--- src/design/bbc_pkg.sv ---
// Shared types, constants and helper functions of the bracket balance checker.
package bbc_pkg;

    localparam int STACK_DEPTH = 64;
    localparam int LINE_BITS   = 16;
    localparam int CNT_W       = $clog2(STACK_DEPTH + 1);
    localparam int ADDR_W      = $clog2(STACK_DEPTH);

    localparam logic [7:0] CH_LPAREN = 8'h28;
    localparam logic [7:0] CH_RPAREN = 8'h29;
    localparam logic [7:0] CH_LBRACE = 8'h7B;
    localparam logic [7:0] CH_RBRACE = 8'h7D;
    localparam logic [7:0] CH_LBRACK = 8'h5B;
    localparam logic [7:0] CH_RBRACK = 8'h5D;
    localparam logic [7:0] CH_SLASH  = 8'h2F;
    localparam logic [7:0] CH_STAR   = 8'h2A;
    localparam logic [7:0] CH_NL     = 8'h0A;
    localparam logic [7:0] CH_DQUOTE = 8'h22;
    localparam logic [7:0] CH_SQUOTE = 8'h27;

    localparam logic [2:0] ST_OK       = 3'd0;
    localparam logic [2:0] ST_STRAY    = 3'd1;
    localparam logic [2:0] ST_WRONG    = 3'd2;
    localparam logic [2:0] ST_STRAYEND = 3'd3;
    localparam logic [2:0] ST_COMMENT  = 3'd4;
    localparam logic [2:0] ST_DQUOTE   = 3'd5;
    localparam logic [2:0] ST_SQUOTE   = 3'd6;
    localparam logic [2:0] ST_UNCLOSED = 3'd7;

    localparam logic [1:0] KIND_PAREN = 2'd0;
    localparam logic [1:0] KIND_BRACE = 2'd1;
    localparam logic [1:0] KIND_BRACK = 2'd2;

    typedef logic [1:0]           kind_t;
    typedef logic [LINE_BITS-1:0] line_t;
    typedef logic [CNT_W-1:0]     cnt_t;

    typedef struct packed {
        kind_t kind;
        line_t line;
    } entry_t;

    typedef struct packed {
        logic  push;
        logic  pop;
        logic  clear;
        kind_t kind;
        line_t line;
    } stack_cmd_t;

    typedef struct packed {
        cnt_t   count;
        entry_t top;
        entry_t second;
    } stack_stat_t;

    typedef struct packed {
        logic [2:0] status;
        line_t      line;
        logic [7:0] symbol;
        logic       overflow;
    } verdict_t;

    function automatic kind_t kind_of(input logic [7:0] c);
        kind_t k;
        k = KIND_PAREN;
        if (c == CH_LBRACE || c == CH_RBRACE)
        begin
            k = KIND_BRACE;
        end
        else if (c == CH_LBRACK || c == CH_RBRACK)
        begin
            k = KIND_BRACK;
        end
        return k;
    endfunction

    function automatic logic [7:0] opener_char(input kind_t k);
        logic [7:0] c;
        unique case (k)
            KIND_BRACE: c = CH_LBRACE;
            KIND_BRACK: c = CH_LBRACK;
            default:    c = CH_LPAREN;
        endcase
        return c;
    endfunction

endpackage

--- src/design/bbc_scan.sv ---
// Scanner: comment and quote tracking, line counter, error latch and verdict.
module bbc_scan (
    input  logic                 clk,
    input  logic                 rst_n,
    input  logic                 acc,
    input  logic [7:0]           ch,
    input  logic                 last,
    input  bbc_pkg::stack_stat_t stat,
    output bbc_pkg::stack_cmd_t  cmd,
    output logic                 res_valid,
    output bbc_pkg::verdict_t    res
);
    import bbc_pkg::*;

    localparam logic [3:0] M_NORMAL    = 4'd0;
    localparam logic [3:0] M_SLASH     = 4'd1;
    localparam logic [3:0] M_STAR      = 4'd2;
    localparam logic [3:0] M_LINECOM   = 4'd3;
    localparam logic [3:0] M_BLOCK     = 4'd4;
    localparam logic [3:0] M_BLOCKSTAR = 4'd5;
    localparam logic [3:0] M_DQUOTE    = 4'd6;
    localparam logic [3:0] M_SQUOTE    = 4'd7;
    localparam logic [3:0] M_HALT      = 4'd8;

    logic [3:0] mode_reg, mode_next;
    line_t      line_reg, line_next;
    line_t      col_reg, col_next;
    logic [2:0] err_reg, err_next;
    line_t      eline_reg, eline_next;
    logic [7:0] esym_reg, esym_next;
    line_t      line_inc;
    logic       plain;
    cnt_t       cnt_after;
    entry_t     top_after;

    assign line_inc = (line_reg == '1) ? line_reg : line_reg + LINE_BITS'(1);

    always_comb
    begin
        mode_next  = mode_reg;
        line_next  = line_reg;
        col_next   = col_reg;
        err_next   = err_reg;
        eline_next = eline_reg;
        esym_next  = esym_reg;
        plain      = 1'b0;
        cmd.push   = 1'b0;
        cmd.pop    = 1'b0;
        cmd.clear  = acc && last;
        cmd.kind   = kind_of(ch);
        cmd.line   = line_reg;
        if (acc)
        begin
            unique case (mode_reg)
                M_NORMAL:
                begin
                    plain = 1'b1;
                end
                M_SLASH:
                begin
                    if (ch == CH_SLASH)
                    begin
                        mode_next = M_LINECOM;
                    end
                    else if (ch == CH_STAR)
                    begin
                        col_next  = line_reg;
                        mode_next = M_BLOCK;
                    end
                    else
                    begin
                        mode_next = M_NORMAL;
                        plain     = 1'b1;
                    end
                end
                M_STAR:
                begin
                    if (ch == CH_SLASH)
                    begin
                        err_next   = ST_STRAYEND;
                        eline_next = line_reg;
                        esym_next  = CH_STAR;
                        mode_next  = M_HALT;
                    end
                    else
                    begin
                        mode_next = M_NORMAL;
                        plain     = 1'b1;
                    end
                end
                M_LINECOM:
                begin
                    if (ch == CH_NL)
                    begin
                        line_next = line_inc;
                        mode_next = M_NORMAL;
                    end
                end
                M_BLOCK, M_BLOCKSTAR:
                begin
                    if (mode_reg == M_BLOCKSTAR && ch == CH_SLASH)
                    begin
                        mode_next = M_NORMAL;
                    end
                    else
                    begin
                        if (ch == CH_NL)
                        begin
                            line_next = line_inc;
                        end
                        mode_next = (ch == CH_STAR) ? M_BLOCKSTAR : M_BLOCK;
                    end
                end
                M_DQUOTE:
                begin
                    if (ch == CH_NL)
                    begin
                        line_next = line_inc;
                    end
                    else if (ch == CH_DQUOTE)
                    begin
                        mode_next = M_NORMAL;
                    end
                end
                M_SQUOTE:
                begin
                    if (ch == CH_NL)
                    begin
                        line_next = line_inc;
                    end
                    else if (ch == CH_SQUOTE)
                    begin
                        mode_next = M_NORMAL;
                    end
                end
                default:
                begin
                end
            endcase
        end

        if (plain)
        begin
            unique case (ch)
                CH_SLASH:  mode_next = M_SLASH;
                CH_STAR:   mode_next = M_STAR;
                CH_DQUOTE: mode_next = M_DQUOTE;
                CH_SQUOTE: mode_next = M_SQUOTE;
                CH_NL:     line_next = line_inc;
                CH_LPAREN, CH_LBRACE, CH_LBRACK:
                begin
                    if (stat.count >= CNT_W'(STACK_DEPTH))
                    begin
                        err_next   = ST_UNCLOSED;
                        eline_next = line_reg;
                        esym_next  = ch;
                        mode_next  = M_HALT;
                    end
                    else
                    begin
                        cmd.push = 1'b1;
                    end
                end
                CH_RPAREN, CH_RBRACE, CH_RBRACK:
                begin
                    if (stat.count == '0)
                    begin
                        err_next   = ST_STRAY;
                        eline_next = line_reg;
                        esym_next  = ch;
                        mode_next  = M_HALT;
                    end
                    else
                    begin
                        cmd.pop = 1'b1;
                        if (stat.top.kind != kind_of(ch))
                        begin
                            err_next   = ST_WRONG;
                            eline_next = line_reg;
                            esym_next  = ch;
                            mode_next  = M_HALT;
                        end
                    end
                end
                default:
                begin
                end
            endcase
        end
    end

    always_comb
    begin
        cnt_after = stat.count;
        top_after = stat.top;
        if (cmd.push)
        begin
            cnt_after = stat.count + CNT_W'(1);
            top_after = '{kind: cmd.kind, line: cmd.line};
        end
        else if (cmd.pop)
        begin
            cnt_after = stat.count - CNT_W'(1);
            top_after = stat.second;
        end
    end

    always_comb
    begin
        res = '{status: ST_OK, line: '0, symbol: 8'h00, overflow: 1'b0};
        priority if (err_next != ST_OK)
        begin
            res.status   = err_next;
            res.line     = eline_next;
            res.symbol   = esym_next;
            res.overflow = (err_next == ST_UNCLOSED);
        end
        else if (mode_next == M_BLOCK || mode_next == M_BLOCKSTAR)
        begin
            res.status = ST_COMMENT;
            res.line   = col_next;
            res.symbol = CH_SLASH;
        end
        else if (mode_next == M_DQUOTE)
        begin
            res.status = ST_DQUOTE;
            res.line   = line_next;
            res.symbol = CH_DQUOTE;
        end
        else if (mode_next == M_SQUOTE)
        begin
            res.status = ST_SQUOTE;
            res.line   = line_next;
            res.symbol = CH_SQUOTE;
        end
        else if (cnt_after != '0)
        begin
            res.status = ST_UNCLOSED;
            res.line   = top_after.line;
            res.symbol = opener_char(top_after.kind);
        end
    end

    assign res_valid = acc && last;

    always_ff @(posedge clk or negedge rst_n)
    begin
        if (!rst_n)
        begin
            mode_reg  <= M_NORMAL;
            line_reg  <= LINE_BITS'(1);
            col_reg   <= LINE_BITS'(1);
            err_reg   <= ST_OK;
            eline_reg <= '0;
            esym_reg  <= 8'h00;
        end
        else if (acc && last)
        begin
            mode_reg  <= M_NORMAL;
            line_reg  <= LINE_BITS'(1);
            col_reg   <= LINE_BITS'(1);
            err_reg   <= ST_OK;
            eline_reg <= '0;
            esym_reg  <= 8'h00;
        end
        else
        begin
            mode_reg  <= mode_next;
            line_reg  <= line_next;
            col_reg   <= col_next;
            err_reg   <= err_next;
            eline_reg <= eline_next;
            esym_reg  <= esym_next;
        end
    end

    a_err_halts: assert property (@(posedge clk) disable iff (!rst_n)
        err_reg != ST_OK |-> mode_reg == M_HALT)
        else $error("Latched error without the halt mode.");

    a_halt_has_err: assert property (@(posedge clk) disable iff (!rst_n)
        mode_reg == M_HALT |-> err_reg != ST_OK)
        else $error("Halt mode entered without a latched error.");

endmodule

--- config.mk ---
export PLATFORM = sky130hd
export DESIGN_NAME = bbc_scan
export DESIGN_NICKNAME = d
export VERILOG_FILES = /design/src/design/bbc_pkg.sv /design/src/design/bbc_scan.sv
export SDC_FILE = /design/constraint.sdc
export NUM_CORES = 1
export LEC_CHECK = 0
export BUFFER_PORTS_ARGS = -buffer_cell sky130_fd_sc_hd__buf_2
export CAP_MARGIN = 20
export CORE_MARGIN = 2
export CORE_UTILIZATION = 61
export CTS_BUF_LIST = sky130_fd_sc_hd__clkbuf_8
export DETAILED_ROUTE_END_ITERATION = 6
export GPL_ROUTABILITY_DRIVEN = 0
export HOLD_SLACK_MARGIN = 0.05
export PLACE_DENSITY = 0.87
export SLEW_MARGIN = 20
export SYNTH_ARGS = -nofsm -noshare
export SYNTH_HDL_FRONTEND = slang
export SYNTH_SLANG_ARGS = --single-unit
--- constraint.sdc ---
create_clock -name clk -period 7.8 [get_ports clk]
set_input_delay 1.56 -clock clk [delete_from_list [all_inputs] [get_ports clk]]
set_output_delay 1.56 -clock clk [all_outputs]
set_load 0.05 [all_outputs]
==> results of run 1 <==
[layout by cell type (no fill, tap or decap), types with 4 or more instances in the layout]
master,n
a211o_1,4
nand2b_1,11
a32oi_1,4
nor3_1,14
mux2i_1,51
nor2_1,102
nand4b_1,6
inv_1,16
buf_2,104
nand2_1,48
and3_1,5
or3_1,5
nor4_1,6
a21oi_1,24
and2_1,4
nand3_1,20
o22ai_1,7
clkbuf_8,11
o21ai_0,20
nand4_1,11
a31oi_1,12
dfrtp_1,61
buf_4,9
ha_1,5
xnor2_1,6
a22oi_1,9
nor2b_1,4
[logic make-up (layout without fill, tap and decap cells)]
| logic type | count (synthesis) | after routing | share of synthesized area [%] |
|---|---|---|---|
| AO/OA/AOI/OAI | 125 | 125 | 19.0 |
| XOR/XNOR | 9 | 9 | 1.63 |
| adder cells (fa/ha/maj) | 5 | 5 | 1.29 |
| buffers and inverters | 62 | 144 | 6.33 |
| flip-flops | 63 | 63 | 32.6 |
| multiplexers | 53 | 53 | 11.0 |
| AND/OR/NAND/NOR | 265 | 265 | 28.1 |
[layer usage]
layer	part of all wire, %	global-route usage [%]	vias up
met5	0	0	-
met1	40	48.2	2371
li1	-	-	2266
met3	10	5.08	45
met2	46	50.8	359
met4	2.7	15.4	0
[critical path: cells and delay by family]
family / cells / cell delay (ps)
AOI/OAI and AO/OA: 4 / 1440
buffers and inverters: 2 / 430
and+or+nand+nor: 4 / 1620
[area by class of cell]
type                    count  share of cell area [%]
clock buffers              11                    2.72
repair buffers            113                    10.6
flip-flops and latches     63                    28.4
well taps                 102                    2.29
multi-input cells         457                    53.3
clock inverters             4                    1.69
inverters                  16                    1.08
[path summary, 6_finish.rpt]
check / startpoint / end / slack, ps / cells after the start
min in group asynchronous: rst_n / eline_reg[15]$_DFF_PN0_ / 1380 / 2
max: ch[2] / res[23] / 1170 / 10
min reg2reg: esym_reg[3]$_DFF_PN0_ / esym_reg[3]$_DFF_PN0_ / 500 / 2
max reg2reg: mode_reg[0]$_DFF_PN0_ / eline_reg[3]$_DFF_PN0_ / 4970 / 7
max in group asynchronous: rst_n / line_reg[7]$_DFF_PN0_ / 5910 / 2
min: esym_reg[3]$_DFF_PN0_ / esym_reg[3]$_DFF_PN0_ / 500 / 2
[power by group through the flow]
stage	clock, mW	combinational (mW)	sequential [mW]
global placement	0	0.904	0.354
finish	0.356	0.934	0.350
floorplan	0	0.722	0.348
detailed placement	0	0.913	0.356
global route	0.369	0.980	0.352
CTS	0.353	0.919	0.350
==> out/qor.yml, run 1 <==
finalCritPeriodShare_pct: 84.9
cts_inserted_buffers: 9
pwr-share-comb_pct: 56.9
initial_core_util_pct: 62.7
relSlewSlack_pct: 27.9
overflow: 0
cp.required_ps: 6240
core_region_area_sq_um: 7730
wl_microns: 14400
layout_min_cycle_time_ps: 6630
final_area_sq_um: 5560
yosys_warnings: 0
synth_cell_types: 78
htreeDepth: 3
power_switching_share_pct: 51.0
start_kind: "input port"
finalSetupTns_ps: 0
viasPerCell: 6.58
post-route-util_pct: 72.0
drive_gt1_share_pct: 23.3
first_iter_violations: 530
hold_path.class: "flip-flop to flip-flop"
clk_pin_slew_ps: 60
postSynthAreaPerCell_sq_um: 8.32
max-clock-path-buffers: 2
cpPeakStageDelay_ps: 630
dp_slack_ps: 1190
p_total_mw: 1.64
post-place-cells: 751
post-dp-hpwl_microns: 9860
crit_path_frequent_cell: "buf_2"
worstSetupPathType: "input port to output pin"
ios: 105
wl_per_cell_microns: 18.8
fillers: 566
cp_max_fo: 29
drv_slew: 0
vias: 5041
cts_sinks: 63
syn_nets: 642
die_x_microns: 93.1
critPathArrivalTime_ps: 5070
synth_edf_count: 0
netlist_top_cells_area: "dfrtp_1 (32%), mux2i_1 (11%), nor2_1 (7.9%)"
cts_tree: "built"
clockRootBuffer: "clkbuf_8"
ys_seq_area_share_pct: 32.6
regArea_sq_um: 1580
grt_pass1_vias: 4705
fmax_ghz: 0.151
grt_pass1_wl_microns: 23100
synth_ff_type: "dfrtp_1"
p_int_mw: 0.804
cp_slowest_cell: "a2111oi_4"
synth_most_common_cell: "nor2_1"
multiInputGateArea_sq_um: 2960
power.switching_mw: 0.836
synth_area_sq_um: 4840
placed_area_sq_um: 5320
ys_async_sr_fraction_pct: 100
timing.final.ws_setup_ps: 1170
post-cts-setup-buffers: 0
nets: 720
die_y_microns: 93.1
seqPwrFrac_pct: 21.4
clock_power_share_pct: 21.7
postCtsHoldBufs: 0
ys_ff_latch: 63
grt_max_degree: 64
worstMarginPinSlew_ps: 1080
endpoint_kind: "output pin"
diodes: 0
holdWs_ps: 505
grt_setup_unrepaired: "false"
hold_viol_final: 0
cts_resized: 0
ant_nets: 0
synth_area_leader_cell: "dfrtp_1"
cellPowerDensity_nw_per_um2: 295
skew_ps: 12.4
synth_common_cells: "nor2_1 (102), dfrtp_1 (61), mux2i_1 (51)"
synthCells: 582
path_cells: "buf_2 -> or4b_4 -> a2111oi_4 -> nand2_4 -> nor4_2 -> o21bai_2 -> nand3_2 -> a31oi_1 -> a22oi_2 -> buf_2"
die_area_sq_um: 8670
syn_to_final_growth_pct: 14.8
ir_drop_mv: 0.353
grtUsageTotal_pct: 33.8
post-route-drc-count: 0
status: "completed"
port_buffers: 104
clk_latency_ps: 350
p_leak_nw: 2.55
floorplan.rows: 32
setup_viol: 0
grt_antenna_before_repair: 0
cap_violations: 0
layoutNonFillerInstCount: 766
synth_top_area_share_pct: 31.5
dr.pass1.iters: 6
Power figures use the tool's default switching activity.
==> run 2: changes to the inputs <==
--- a/config.mk
+++ b/config.mk
@@ -8,12 +8,12 @@
 export BUFFER_PORTS_ARGS = -buffer_cell sky130_fd_sc_hd__buf_2
 export CAP_MARGIN = 20
 export CORE_MARGIN = 2
-export CORE_UTILIZATION = 61
+export CORE_UTILIZATION = 52
 export CTS_BUF_LIST = sky130_fd_sc_hd__clkbuf_8
 export DETAILED_ROUTE_END_ITERATION = 6
 export GPL_ROUTABILITY_DRIVEN = 0
 export HOLD_SLACK_MARGIN = 0.05
-export PLACE_DENSITY = 0.87
+export PLACE_DENSITY = 0.79
 export SLEW_MARGIN = 20
 export SYNTH_ARGS = -nofsm -noshare
 export SYNTH_HDL_FRONTEND = slang
==> constraint.sdc (replaced) <==
create_clock -name clk -period 5.5 [get_ports clk]
set_input_delay 1.1 -clock clk [delete_from_list [all_inputs] [get_ports clk]]
set_output_delay 1.1 -clock clk [all_outputs]
set_load 0.05 [all_outputs]
==> out/qor.yml, run 2 (synthesis results as in run 1) <==
post-route-drc-count: 0  # unchanged
ios: 105  # unchanged
critPathArrivalTime_ps: 4220  # -850 ps
wl_per_cell_microns: 17.6  # -6.5%
path_cells: "buf_2 -> or4b_4 -> a2111oi_4 -> nand2_4 -> nor4_2 -> o21bai_2 -> nand3_2 -> buf_4 -> a22oi_1 -> buf_2"
critPathTopFamily: "simple AND/OR/NAND/NOR gates"
cp_slowest_cell: "a2111oi_4"
core_region_area_sq_um: 9150  # +18%
die_x_microns: 101  # +8.0%
cts_tree: "built"
grt_antenna_before_repair: 0  # unchanged
post-dp-hpwl_microns: 10000  # +1.5%
layout_min_cycle_time_ps: 5320
viasPerCell: 6.18  # -6.2%
finalCritPeriodShare_pct: 96.8
diodes: 0  # unchanged
grt_max_degree: 64  # unchanged
grt_pass1_wl_microns: 22600  # -2.3%
htreeDepth: 3  # unchanged
hold_path.class: "flip-flop to flip-flop"
regArea_sq_um: 1580  # unchanged
layout_common_cells: "buf_2 (104), nor2_1 (102), dfrtp_1 (61)"
grt_pass1_vias: 4587  # -2.5%
initial_core_util_pct: 52.9  # -9.8 points
cap_violations: 0  # unchanged
clk_pin_slew_ps: 70  # about the same
syn_to_final_growth_pct: 18.0
wl_met2_microns: 6610  # -0.96%
hold_viol_final: 0  # unchanged
clk_latency_ps: 340  # about the same
skew_ps: 7.16  # -5.25 ps
relSlewSlack_pct: 27.8  # -0.13 points
fillers: 755  # +33%
status: "completed"
layoutNonFillerInstCount: 791  # +3.3%
vias: 4885  # -3.1%
endpoint_kind: "output pin"
dr.pass1.iters: 5  # -1
ant_nets: 0  # unchanged
die_y_microns: 101  # +8.0%
postCtsHoldBufs: 0  # unchanged
cellPowerDensity_nw_per_um2: 412  # +40%
floorplan.rows: 35  # +9.4%
grtUsageTotal_pct: 28.0  # -5.8 points
overflow: 0  # unchanged
cp.required_ps: 4400  # -1840 ps
cpPeakStageDelay_ps: 630  # about the same
finalSetupTns_ps: 0  # unchanged
dr_wl_met3_microns: 945  # -38%
ir_drop_mv: 0.368  # +4.2%
nets: 735  # +2.1%
drv_slew: 0  # unchanged
wl_microns: 13900  # -3.5%
port_buffers: 104  # unchanged
worstSetupPathType: "input port to output pin"
top_layer: "met4"
cts_sinks: 63  # unchanged
drive_gt1_share_pct: 25.6  # +2.2 points
cp_max_fo: 12  # -59%
p_leak_nw: 2.63  # +3.1%
fmax_ghz: 0.188
multiInputGateArea_sq_um: 2990  # +0.93%
critical_path_buf_inv_count: 3  # +1
layout_commonest_cell: "buf_2"
die_area_sq_um: 10100  # +17%
setup_viol: 0  # unchanged
met1_length_microns: 6020  # +3.2%
post-cts-setup-buffers: 0  # unchanged
start_kind: "input port"
clockRootBuffer: "clkbuf_8"
max-clock-path-buffers: 2  # unchanged
grt_setup_unrepaired: "false"
crit_path_frequent_cell: "buf_2"
cts_inserted_buffers: 9  # unchanged
worstMarginPinSlew_ps: 1070  # -5.41 ps
first_iter_violations: 498  # -6.0%
post-place-cells: 775  # +3.2%
[run 2: cell count changes in the layout (fill, tap and decap cells not counted), moves of 2 or more]
cell	delta
clkinv_2	+2
a21boi_1	+2
buf_4	+15
a21boi_0	-2
[run 2: power breakdown]
group | switching (mW) | total [mW] | internal (mW)
registers | 0.0226 | 0.497 | 0.474
logic | 0.982 | 1.36 | 0.381
clock network | 0.185 | 0.496 | 0.312
total | 1.19 | 2.36 | 1.17
[run 2: stage by stage]
stage	power (mW)	hold WS [ps]	utilization (%)	setup slack, ps	instance area [sq um]
global placement	1.83	484	59.7	319	5460
detailed placement	1.85	511	59.7	216	5460
floorplan	1.52	467	-	18.7	4860
CTS	2.34	526	62.4	228	5710
finish	2.36	522	62.4	179	5710
global route	2.47	559	62.4	14.6	5710
[run 2: cell type report]
type                       instances  area share [%]
clock inverter                     6            1.88
clock buffer                      10            2.41
tap                              111            2.43
multi-input combinational        457            52.3
sequential                        63            27.6
timing repair buffer             128            12.3
inverter                          16            1.05
[run 2: final timing paths]
kind | from | to | slack, ps | depth (start not counted)
worst max-delay path | ch[4] | res[9] | 180 | 10
worst min-delay path | esym_reg[3]$_DFF_PN0_ | esym_reg[3]$_DFF_PN0_ | 520 | 2
worst max register to register | line_reg[0]$_DFF_PN1_ | line_reg[9]$_DFF_PN0_ | 2750 | 7
worst min register to register | esym_reg[3]$_DFF_PN0_ | esym_reg[3]$_DFF_PN0_ | 520 | 2
max in group asynchronous | rst_n | col_reg[13]$_DFF_PN0_ | 4020 | 2
min in group asynchronous | rst_n | eline_reg[9]$_DFF_PN0_ | 920 | 2
[run 2: routing by layer]
metal  GRT usage, %  vias up
li1               -     2296
met1           39.6     2312
met2           44.3      239
met3           3.26       38
met4           10.4        0
met5              0        -
[run 2: worst reg2reg max path, stage by stage (launching register included)]
cell	delay, ps
dfstp_2	640
ha_1	240
nand3_1	90
nor4_1	830
nor2_1	290
and4_1	340
xnor2_1	140
nor2_1	50
[run 2: timing repair]
item                                    4_1_cts  5_1_grt
hold endpoints to repair                      0        0
endpoints found under the setup margin        0        1
gates resized for setup                       0        1
